File: config.mk
export PLATFORM = sky130hd
export DESIGN_NAME = swt_search
export DESIGN_NICKNAME = d
export VERILOG_FILES = /design/src/sv/sorted_wire_table_macros.svh /design/src/sv/swt_pkg.sv /design/src/sv/swt_search.sv
export SDC_FILE = /design/constraint.sdc
export NUM_CORES = 1
export LEC_CHECK = 0
export BUFFER_PORTS_ARGS = -buffer_cell sky130_fd_sc_hd__buf_4
export CORE_UTILIZATION = 50
export CTS_CLUSTER_DIAMETER = 50
export DETAILED_ROUTE_END_ITERATION = 10
export PLACE_DENSITY_LB_ADDON = 0.25
export SLEW_MARGIN = 10
export SYNTH_ARGS = -nofsm -noshare
export SYNTH_HDL_FRONTEND = slang
export SYNTH_SLANG_ARGS = --single-unit
File: constraint.sdc
create_clock -name clk -period 3.65 [get_ports clk]
set_input_delay 1.095 -clock clk [delete_from_list [all_inputs] [get_ports clk]]
set_output_delay 1.095 -clock clk [all_outputs]
set_load 0.005 [all_outputs]
File: src/sv/sorted_wire_table_macros.svh
// Assertion helpers for the sorted wire table.
// Each macro expects clk and arst_n in the enclosing scope.
`ifndef SORTED_WIRE_TABLE_MACROS_SVH
`define SORTED_WIRE_TABLE_MACROS_SVH

// Same-cycle implication.
`define SWT_ASSERT_IMP(lbl, ante, cons) \
	lbl: assert property (@(posedge clk) disable iff (!arst_n) (ante) |-> (cons)) \
		else $error("sorted_wire_table: same-cycle check failed");

// Next-cycle implication.
`define SWT_ASSERT_NXT(lbl, ante, cons) \
	lbl: assert property (@(posedge clk) disable iff (!arst_n) (ante) |=> (cons)) \
		else $error("sorted_wire_table: next-cycle check failed");

`endif

File: src/sv/swt_pkg.sv
`default_nettype none
package swt_pkg;

	localparam int WIRES     = 256;
	localparam int ADDR_W    = $clog2(WIRES);
	localparam int CNT_W     = ADDR_W + 1;
	localparam int NODE_W    = 10;
	localparam int SOCK_W    = 6;
	localparam int KEY_W     = 2 * (NODE_W + SOCK_W);
	localparam int SRC_SHIFT = NODE_W + SOCK_W;
	localparam int STAT_W    = 2;

	localparam logic OP_INSERT = 1'b0;
	localparam logic OP_QUERY  = 1'b1;

	typedef enum logic [STAT_W-1:0] {
		ST_OK   = 2'd0,
		ST_FULL = 2'd1,
		ST_NONE = 2'd2
	} status_t;

	// Compare used by one binary search pass.
	typedef enum logic [1:0] {
		CMP_FULL,  // entry <  key, whole word
		CMP_SRC_LT, // entry source <  key source
		CMP_SRC_LE  // entry source <= key source
	} cmp_mode_t;

	typedef struct packed {
		logic             load;
		logic [CNT_W-1:0] hi_init;
		cmp_mode_t        mode;
		logic             cmp;
	} srch_ctl_t;

	typedef struct packed {
		logic              done;
		logic [ADDR_W-1:0] mid;
		logic [CNT_W-1:0]  pos;
	} srch_stat_t;

endpackage
`default_nettype wire

File: src/sv/swt_search.sv
`default_nettype none
module swt_search (
	input  wire logic                        clk,
	input  wire logic                        arst_n,
	input  wire swt_pkg::srch_ctl_t          ctl,
	input  wire logic [swt_pkg::KEY_W-1:0]   key,
	input  wire logic [swt_pkg::KEY_W-1:0]   rdata,
	output swt_pkg::srch_stat_t              stat
);
	import swt_pkg::*;

	logic [CNT_W-1:0] lo_q;
	logic [CNT_W-1:0] hi_q;
	cmp_mode_t        mode_q;
	logic [CNT_W:0]   sum;
	logic             below;
	logic [KEY_W-SRC_SHIFT-1:0] e_src;
	logic [KEY_W-SRC_SHIFT-1:0] k_src;

	assign sum   = {1'b0, lo_q} + {1'b0, hi_q};
	assign e_src = rdata[KEY_W-1:SRC_SHIFT];
	assign k_src = key[KEY_W-1:SRC_SHIFT];

	always_comb begin
		unique case (mode_q)
			CMP_FULL:   below = rdata < key;
			CMP_SRC_LT: below = e_src < k_src;
			CMP_SRC_LE: below = e_src <= k_src;
			default:    below = 1'b0;
		endcase
	end

	assign stat.done = (lo_q >= hi_q);
	assign stat.mid  = sum[ADDR_W:1];
	assign stat.pos  = lo_q;

	always_ff @(posedge clk or negedge arst_n) begin
		if (!arst_n) begin
			lo_q   <= '0;
			hi_q   <= '0;
			mode_q <= CMP_FULL;
		end else if (ctl.load) begin
			lo_q   <= '0;
			hi_q   <= ctl.hi_init;
			mode_q <= ctl.mode;
		end else if (ctl.cmp) begin
			// narrow toward the first entry that is not below the key
			if (below) begin
				lo_q <= {1'b0, stat.mid} + CNT_W'(1);
			end else begin
				hi_q <= {1'b0, stat.mid};
			end
		end
	end

endmodule
`default_nettype wire

==> impl_results.md, run 1 <==
- Run status: completed
- I/O Buffers: 96
- Worst Path Class, Setup: reg2out
- Vias in the first global route: 2376
- Fin area: 3320 um2
- Setup TNS: 0 ns
- Mux share of post-synthesis cell area: 0.0801
- Clock Skew: 0.00383 ns
- Number of antenna-violating nets in the routed design: 0
- Fill cell count: 363
- Synth Area in Adders: 0.267
- Crit path time final: 3.50 ns
- Post-layout util: 0.737
- EDFF count, synth: 0
- First-pass GRT wire length: 9660 um
- CTS clk-pin slew, worst paths: 0.07 ns
- # IOs: 97
- WHS Endpoint: mode_q[1]
- Primary flip-flop cell chosen by synthesis mapping: dfrtp_1
- Die ar.: 5130 um2
- Core area: 4500 um2
- R2r worst-path depth: 13
- Placed cell count: 440
- Area grow syn2layout: 37.1%
- Synth Register Bits: 20
- Place WS: 0.174 ns
- Top post-synthesis cells by area: ha_1 26%, dfrtp_1 21%, inv_1 7.9%
- Compound-cell area share of the yosys netlist: 0.159
- Reg2Reg Launch Point: hi_q[0]
- TritonCTS buffer count: 3
- Worst Path Arrival: 2.41 ns
- Post-synth ARST share: 1.00
- Max Slew Vio Count: 0
- Slew @ Worst Pin: 0.530 ns
- Initial DRC count: 43
- Post-synth top area cell: ha_1
- Sink Count: 20
- Comb power frac: 0.605
- Detailed placement HPWL: 4840 um
- Largest net degree at the start of global routing: 30
- XOR/XNOR Fraction of Synth Area: 0.0398
- Initial antenna violation count: 0
- Grt ovf: 0
- Site Rows: 24
- Chip Height: 71.6 um
- Mapped Nets: 420
- Final WL: 5660 um
- Hold-fix buffers, CTS: 0
- Routed vias/inst: 5.43
- CP Launch Type: flop
- CP required: 2.55 ns
- Final worst slack: 0.148 ns
- Combinational family with the most area after synthesis: adder cells
- Wirelength per Cell: 12.7 um
- Total net switching power: 404 uW
- Hold path depth: 1
- Avg Synthesized Cell Area: 8.35 um2
- Layout Cells excl Fill: 445
- All-Layer GR Usage: 0.231
- Final Power: 1.06 mW
- FMAX: 286 MHz
- Initial Utilization: 0.538
- CTS Root Buffer Type: clkbuf_8
- Sequential-to-total area share from yosys stat: 0.207
- RSZ-0062 raised after global routing: no
- Int Pwr: 660 uW
- Post-Synth Simple-Gate Area: 0.157
- Sw Ratio: 0.380
- Htree depth: 1
- Nets@finish: 525
- Antenna Cells: 0
- Cell variety after synth: 43
- Rel. slew slack: 0.644
- Cell Pwr Density: 320 nW/um2
- CP endpoint kind: output pin
- YS warnings: 0
- Fin. Hold Viols: 0
- Reg2reg end: lo_q[6]
- Share of post-route cells with drive strength above 1: 0.303
- GPL Wtd Cong: 0.790
- Max cap viols: 0
- CTS tree: yes
- Flop pwr share: 0.265
- Post-synth top area share: 0.258
- Final setup viols: 0
- Worst Setup SP: hi_q[0]
- Worst-Skew Late Latency: 0.25 ns
- Post-Syn Area: 2420 um2
- R2r setup slk: 0.85 ns
- CTS Buffer Depth: 2
- Largest fanout on the critical path: 4
- Die width: 71.6 um
- Clock share of power: 0.130
- Via count: 2416
- Final Cycle Share: 0.959
- Leak pwr: 1.87 nW
- Placed Area: 3240 um2
- WHS: 0.545 ns
- Worst hold path class: reg2reg
- Post-Syn Instances: 290
- DRC violations left: 0
- 1st-pass router iterations: 4
- Worst hold start: mode_q[1]
- Worst vdd rail ir drop: 0.000174 V
-- registers in the layout, indices dropped and copies added, names as in the netlist --
register,flops
hi_q,9
lo_q,9
mode_q,2
-- logic make-up (layout without fill, tap and decap cells) --
kind of cell,Yosys count,in the layout
AOI/OAI and AO/OA,59,59
xor gates and xnor gates,11,11
adders and majority gates,51,51
buffers and inverters,56,159
DFF,20,20
muxes,19,19
and+or+nand+nor,74,74
-- cells in the mapped netlist (all sizes together) (2+ instances only) --
library cell / n
inv: 51
ha: 50
a21oi: 20
dfrtp: 20
nor2: 18
nand2: 17
mux2i: 16
o21ai: 15
xnor2: 7
nor3: 6
a21o: 5
nand2b: 5
nand3: 5
nand4: 5
nor2b: 4
xor2: 4
a2111oi: 3
a211oi: 3
and2: 3
and4: 3
clkbuf: 3
mux2: 3
o31ai: 3
a221o: 2
a221oi: 2
and3: 2
buf: 2
o21bai: 2
or2: 2
-- worst max path at each step --
stage / end / slack, ns / cells past startpoint
after global routing: stat[16] / 0.003 / 9
after floorplan: lo_q[6] / 0.43 / 11
after global placement: lo_q[6] / 0.22 / 12
after CTS: stat[16] / 0.01 / 9
after detailed placement: lo_q[6] / 0.17 / 12
final: stat[16] / 0.15 / 9
-- layout make-up --
cell class | count | area (um2) | area share
clock buffer | 3 | 41.3 | 0.0124
inverter | 51 | 191 | 0.0576
multi-input combinational | 214 | 1720 | 0.518
sequential | 20 | 500 | 0.151
tap | 52 | 65.1 | 0.0196
timing repair buffer | 105 | 801 | 0.241
-- metal layers --
metal  track usage  vias to the layer above  wire length (um)
met5             0                        -                 0
met4        0.0654                        0                77
met2         0.447                       74              2980
li1              -                     1211                 -
met3        0.0295                        8               255
met1         0.263                     1123              2350
-- what timing repair did --
action / in CTS / in global routing
setup buffers: 0 / 2
gates resized for setup: 0 / 4
setup endpoints to repair: 0 / 1
-- cells in the final DEF (no fill, tap or decap), types with 2 or more instances in the layout --
master / synthesis / layout
dfrtp_1: 20 / 20
nor2b_1: 4 / 4
and4_1: 3 / 3
mux2_2: 3 / 3
a221oi_1: 2 / 2
clkbuf_8: 0 / 3
a21o_1: 5 / 5
nand2b_1: 5 / 5
mux2i_1: 16 / 16
nand3_1: 5 / 5
xor2_1: 4 / 4
xnor2_1: 7 / 6
nor3_1: 6 / 6
and2_0: 2 / 2
buf_4: 1 / 104
o31ai_1: 3 / 3
o21ai_1: 9 / 9
nand4_1: 5 / 5
o21ai_0: 6 / 6
o21bai_1: 2 / 2
and3_1: 2 / 2
inv_1: 51 / 51
a2111oi_0: 3 / 3
nor2_1: 18 / 18
ha_1: 50 / 50
a21oi_1: 20 / 19
nand2_1: 17 / 17
a221o_1: 2 / 2
-- worst max-delay path, cell delays in order, from the launching register on --
cell and delay [ns]:
dfrtp_1 0.38, ha_1 0.18, inv_1 0.06, fa_1 0.39
or2_4 0.26, a211oi_4 0.25, o21bai_1 0.11, a21oi_2 0.19
xnor2_2 0.17, buf_4 0.16
-- power groups by stage --
stage | Combinational [mW] | Sequential, mW | Clock, mW
after floorplan | 0.370 | 0.281 | 0
after global placement | 0.603 | 0.285 | 0
after detailed placement | 0.625 | 0.286 | 0
after CTS | 0.632 | 0.283 | 0.141
after global routing | 0.718 | 0.287 | 0.147
final | 0.644 | 0.282 | 0.138
Power figures use the tool's default switching activity.
==> inputs of run 2 (changes only) <==
--- a/config.mk
+++ b/config.mk
@@ -10,6 +10,7 @@
 export CTS_CLUSTER_DIAMETER = 50
 export DETAILED_ROUTE_END_ITERATION = 10
 export PLACE_DENSITY_LB_ADDON = 0.25
+export RECOVER_POWER = 50
 export SLEW_MARGIN = 10
 export SYNTH_ARGS = -nofsm -noshare
 export SYNTH_HDL_FRONTEND = slang
==> run 2 against run 1 <==
Count of clock-buffer cells in the layout is the same; maximum frequency is essentially flat; routed wire length is essentially flat; total power is essentially flat; die area is the same; final cell count is the same; combinational power is essentially flat; register-to-register slack is essentially flat; first-iteration DRC count grew 2.3%; sequential cell count is the same; sequential share of layout area is essentially flat.
==> impl_results.md, run 2 (synthesized netlist as in run 1, its figures left out) <==
- CTS tree: yes (unchanged)
- Grt met3 use: 0.0295 (unchanged)
- Number of antenna-violating nets in the routed design: 0 (unchanged)
- Htree depth: 1 (unchanged)
- Top delay family on crit path: adder cells (unchanged)
- FMAX: 286 MHz (about the same)
- WHS: 0.546 ns (was 0.545 ns)
- Fin. Hold Viols: 0 (unchanged)
- Max cap viols: 0 (unchanged)
- Commonest non-fill, non-tap cell in the layout: buf_4 (unchanged)
- Cells along the critical path: ha_1, inv_1, fa_1, or2_4, a211oi_4, o21bai_1, a21oi_2, xnor2_2, buf_4 (unchanged)
- Via count: 2425 (was 2416)
- Site Rows: 24 (unchanged)
- TritonCTS buffer count: 3 (unchanged)
- Slowest cell on crit path: fa_1 (unchanged)
- Leak pwr: 1.86 nW (was 1.87 nW)
- Share of post-route cells with drive strength above 1: 0.298 (was 0.303)
- Slew @ Worst Pin: 1.15 ns (was 0.530 ns)
- First-pass GRT wire length: 9660 um (unchanged)
- All-Layer GR Usage: 0.231 (unchanged)
- CTS Root Buffer Type: clkbuf_8 (unchanged)
- Sink Count: 20 (unchanged)
- Slowest cell delay on critical path: 0.39 ns (about the same)
- Wirelength per Cell: 12.7 um (about the same)
- I/O Buffers: 96 (unchanged)
- Post-layout util: 0.736 (was 0.737)
- Core area: 4500 um2 (unchanged)
- 1st-pass router iterations: 4 (unchanged)
- Worst Path Class, Setup: reg2out (unchanged)
- RSZ-0062 raised after global routing: no (unchanged)
- Largest net degree at the start of global routing: 30 (unchanged)
- GPL Wtd Cong: 0.790 (unchanged)
- Clock Skew: 0.00371 ns (was 0.00383 ns)
- Die width: 71.6 um (unchanged)
- Initial DRC count: 44 (was 43)
- Top Registers: hi_q: 9 flops, lo_q: 9 flops, mode_q: 2 flops (unchanged)
- Largest fanout on the critical path: 4 (unchanged)
- Worst vdd rail ir drop: 0.000174 V (about the same)
- Die ar.: 5130 um2 (unchanged)
- Final setup viols: 0 (unchanged)
- Rel. slew slack: 0.232 (was 0.644)
- Initial antenna violation count: 0 (unchanged)
- Nets@finish: 525 (unchanged)
- Initial Utilization: 0.538 (unchanged)
- Final WL: 5660 um (about the same)
- Worst Path Buf+Inv: 2 (unchanged)
- Max Slew Vio Count: 0 (unchanged)
- Grt ovf: 0 (unchanged)
- Setup TNS: 0 ns (unchanged)
- DRC violations left: 0 (unchanged)
- Routed vias/inst: 5.45 (was 5.43)
- Antenna Cells: 0 (unchanged)
- Detailed placement HPWL: 4840 um (unchanged)
- Crit path time final: 3.50 ns (about the same)
- Highest-count cells in the layout ignoring fill and taps: 101 x buf_4, 51 x inv_1, 50 x ha_1 (was 104 x buf_4, 51 x inv_1, 50 x ha_1)
- Run status: completed (unchanged)
- CTS Buffer Depth: 2 (unchanged)
- Worst-Skew Late Latency: 0.25 ns (about the same)
- Area grow syn2layout: 36.8% (was 37.1%)
- Global route hottest layer: met2 (unchanged)
- Vias in the first global route: 2376 (unchanged)
- Cell Pwr Density: 321 nW/um2 (was 320 nW/um2)
- M2 GR Usage: 0.447 (unchanged)
- CP required: 2.55 ns (about the same)
- CP Launch Type: flop (unchanged)
- # IOs: 97 (unchanged)
- CTS clk-pin slew, worst paths: 0.07 ns (about the same)
- Worst hold path class: reg2reg (unchanged)
- Chip Height: 71.6 um (unchanged)
- Hold-fix buffers, CTS: 0 (unchanged)
- GR Util met1: 0.263 (unchanged)
- Worst Path Arrival: 2.41 ns (about the same)
- Final Cycle Share: 0.959 (about the same)
- CP endpoint kind: output pin (unchanged)
[run 2: cell types whose count changed in the layout (fill, tap and decap cells not counted)]
cell      before  now
clkbuf_4       0    1
buf_4        104  101
clkbuf_1       0    2
[run 2: per-stage QoR]
step / std cells / total power [mW] / cell area, um2 / setup slack, ns
6_report: 445 / 1.06 / 3310 / 0.148
5_1_grt: 445 / 1.15 / 3310 / 0.00292
4_1_cts: 443 / 1.06 / 3280 / 0.0102
3_5_place_dp: 440 / 0.911 / 3240 / 0.174
3_3_place_gp: 440 / 0.888 / 3240 / 0.222
2_1_floorplan: 290 / 0.651 / 2420 / 0.429
[run 2: layer usage]
metal	routed length (um)	vias up
met3	253	8
met4	77	0
met2	2990	78
li1	-	1211
met5	0	-
met1	2350	1128
[run 2: worst paths after layout]
path | start | end | slack (ns) | depth (start not counted)
min | mode_q[1] | mode_q[1] | 0.55 | 1
min reg2reg | mode_q[1] | mode_q[1] | 0.55 | 1
min in group asynchronous | arst_n | hi_q[7] | 1.00 | 1
max | hi_q[0] | stat[16] | 0.15 | 9
max in group asynchronous | arst_n | mode_q[1] | 2.01 | 1
max reg2reg | hi_q[0] | lo_q[6] | 0.84 | 13
[run 2: area by class of cell]
cell class / count / area, um2
Sequential cell: 20 / 500
Multi-Input combinational cell: 214 / 1720
Tap cell: 52 / 65.1
Timing Repair Buffer: 105 / 793
Fill cell: 365 / 1190
Clock buffer: 3 / 41.3
Inverter: 51 / 191
[run 2: repair_timing]
item                                    4_1_cts  5_1_grt
gates resized for setup                       0        4
endpoints found under the setup margin        0        1
setup buffers                                 0        2
[run 2: power by group]
group          switching (mW)  internal (mW)  leakage, nW
Clock                  0.0646         0.0732       0.0216
Combinational           0.310          0.334         1.58
Sequential             0.0300          0.252        0.257
==> inputs of run 3 (changes only) <==
--- a/config.mk
+++ b/config.mk
@@ -9,7 +9,7 @@
 export CORE_UTILIZATION = 50
 export CTS_CLUSTER_DIAMETER = 50
 export DETAILED_ROUTE_END_ITERATION = 10
-export PLACE_DENSITY_LB_ADDON = 0.25
+export PLACE_DENSITY = 0.82
 export RECOVER_POWER = 50
 export SLEW_MARGIN = 10
 export SYNTH_ARGS = -nofsm -noshare
==> run 3 against run 2 <==
Final cell count increased by 0.22%; die area did not move; clock skew down 0.00097 ns; count of clock-buffer cells in the layout up 1; maximum frequency decreased by 1.0%; worst setup slack got worse by 0.036 ns; first-iteration DRC count up 6.8%; sequential share of layout area fell by 0.057 points; largest cell class unchanged.
==> impl_results.md, run 3 (synthesized netlist as in run 1, its figures left out) <==
- Run status: completed (unchanged)
- Wirelength per Cell: 13.3 um (was 12.7 um)
- Crit path time final: 3.54 ns (was 3.50 ns)
- Grt ovf: 0 (unchanged)
- TritonCTS buffer count: 3 (unchanged)
- Detailed placement HPWL: 5120 um (was 4840 um)
- R2r worst-path depth: 9 (was 13)
- Vias in the first global route: 2429 (was 2376)
- Fill cell count: 362 (was 365)
- Largest fanout on the critical path: 3 (was 4)
- CTS Buffer Depth: 2 (unchanged)
- Max cap viols: 0 (unchanged)
- Worst vdd rail ir drop: 0.000154 V (was 0.000174 V)
- CP endpoint kind: output pin (unchanged)
- Rel. slew slack: 0.233 (was 0.232)
- Worst-Skew Late Latency: 0.26 ns (was 0.25 ns)
- Final Power: 1.10 mW (was 1.06 mW)
- Die ar.: 5130 um2 (unchanged)
- Initial DRC count: 47 (was 44)
- Nets@finish: 525 (unchanged)
- CP Launch Type: flop (unchanged)
- Share of post-route cells with drive strength above 1: 0.299 (was 0.298)
- Top routing layer used: met4 (unchanged)
- Highest-count cells in the layout ignoring fill and taps: 95 x buf_4, 51 x inv_1, 50 x ha_1 (was 101 x buf_4, 51 x inv_1, 50 x ha_1)
- FMAX: 283 MHz (was 286 MHz)
- Cell Pwr Density: 332 nW/um2 (was 321 nW/um2)
- Initial Utilization: 0.538 (unchanged)
- Fin. Hold Viols: 0 (unchanged)
- 1st-pass router iterations: 4 (unchanged)
- Placed Area: 3240 um2 (about the same)
- Via count: 2380 (was 2425)
- Clock Skew: 0.00274 ns (was 0.00371 ns)
- Wire length on met3: 369 um (was 253 um)
- Worst hold path class: reg2reg (unchanged)
- WL met2: 3080 um (was 2990 um)
- Max Slew Vio Count: 0 (unchanged)
- All-Layer GR Usage: 0.246 (was 0.231)
- Antenna Cells: 0 (unchanged)
- Slew @ Worst Pin: 1.15 ns (about the same)
- Area grow syn2layout: 37.3% (was 36.8%)
- Chip Height: 71.6 um (unchanged)
- CTS tree: yes (unchanged)
- Top Registers: hi_q: 9 flops, lo_q: 9 flops, mode_q: 2 flops (unchanged)
- Worst Path Class, Setup: reg2out (unchanged)
- Core area: 4500 um2 (unchanged)
- I/O Buffers: 96 (unchanged)
- Final setup viols: 0 (unchanged)
- CTS clk-pin slew, worst paths: 0.07 ns (about the same)
- First-pass GRT wire length: 10100 um (was 9660 um)
- WL met1: 2420 um (was 2350 um)
- Fin area: 3330 um2 (was 3310 um2)
- Worst Path Arrival: 2.44 ns (was 2.41 ns)
- Hold path depth: 1 (unchanged)
- Final Cycle Share: 0.969 (was 0.959)
- CTS Root Buffer Type: clkbuf_8 (unchanged)
- # IOs: 97 (unchanged)
- Leak pwr: 1.86 nW (about the same)
- DRC violations left: 0 (unchanged)
- Die width: 71.6 um (unchanged)
- Sink Count: 20 (unchanged)
- Final WL: 5920 um (was 5660 um)
- CP required: 2.55 ns (about the same)
- Htree depth: 1 (unchanged)
- Routed vias/inst: 5.34 (was 5.45)
- Number of antenna-violating nets in the routed design: 0 (unchanged)
- Commonest non-fill, non-tap cell in the layout: buf_4 (unchanged)
- GPL Wtd Cong: 0.836 (was 0.790)
- Initial antenna violation count: 0 (unchanged)
- Site Rows: 24 (unchanged)
- Largest net degree at the start of global routing: 30 (unchanged)
==> run 3: cell count changes in the layout (fill, tap and decap cells not counted) <==
cell / before / now
fa_2: 0 / 1
clkbuf_4: 1 / 6
clkbuf_1: 2 / 3
buf_4: 101 / 95
fa_1: 1 / 0
clkbuf_8: 3 / 4
==> run 3: what timing repair did <==
| action | 4_1_cts | 5_1_grt |
|---|---|---|
| pin swaps | 0 | 3 |
| setup buffers | 0 | 3 |
| endpoints found under the setup margin | 1 | 1 |
| gates resized for setup | 1 | 4 |
| hold buffers | 0 | 0 |
==> run 3: final timing paths <==
kind	startpoint	to	slack, ns
max	hi_q[0]	stat[16]	0.11
min	mode_q[1]	mode_q[1]	0.55
max reg2reg	lo_q[3]	lo_q[6]	0.93
min in group asynchronous	arst_n	hi_q[7]	0.99
min reg2reg	mode_q[1]	mode_q[1]	0.55
max in group asynchronous	arst_n	lo_q[4]	2.03
==> run 3: critical path, cell delays in order (launching register included) <==
cell and delay [ns]:
dfrtp_1 0.39, ha_1 0.18, inv_1 0.06, fa_2 0.35
or2_4 0.26, a211oi_4 0.29, o21bai_1 0.14, a21oi_2 0.23
xnor2_2 0.16, buf_4 0.15
==> run 3: stage by stage <==
stage,setup WS (ns),TNS (ns),instances,utilization,hold slack (ns)
final,0.112,0,446,0.738,0.550
after global routing,-0.0198,-0.0198,446,0.738,0.571
after CTS,0.0188,0,443,0.732,0.549
after detailed placement,0.0736,0,439,0.718,0.534
after global placement,0.207,0,439,0.718,0.522
after floorplan,0.429,0,290,-,0.504
==> run 3: cell type report <==
cell class	count	area (um2)	share of cell area
tap	52	65.1	0.0196
inverter	51	191	0.0576
timing repair buffer	105	790	0.237
clock buffer	4	55.1	0.0166
multi-input combinational	214	1720	0.518
sequential	20	500	0.150
==> run 3: where the power goes <==
group	total, mW	switching (mW)	internal (mW)
clock	0.170	0.0735	0.0961
sequential	0.287	0.0352	0.252
combinational	0.646	0.314	0.332
total	1.10	0.423	0.680
==> run 3: per-layer routing <==
metal | global-route usage | vias to the layer above
met2 | 0.444 | 75
met1 | 0.291 | 1093
met5 | 0 | -
met3 | 0.0633 | 5
li1 | - | 1207
met4 | 0.0610 | 0
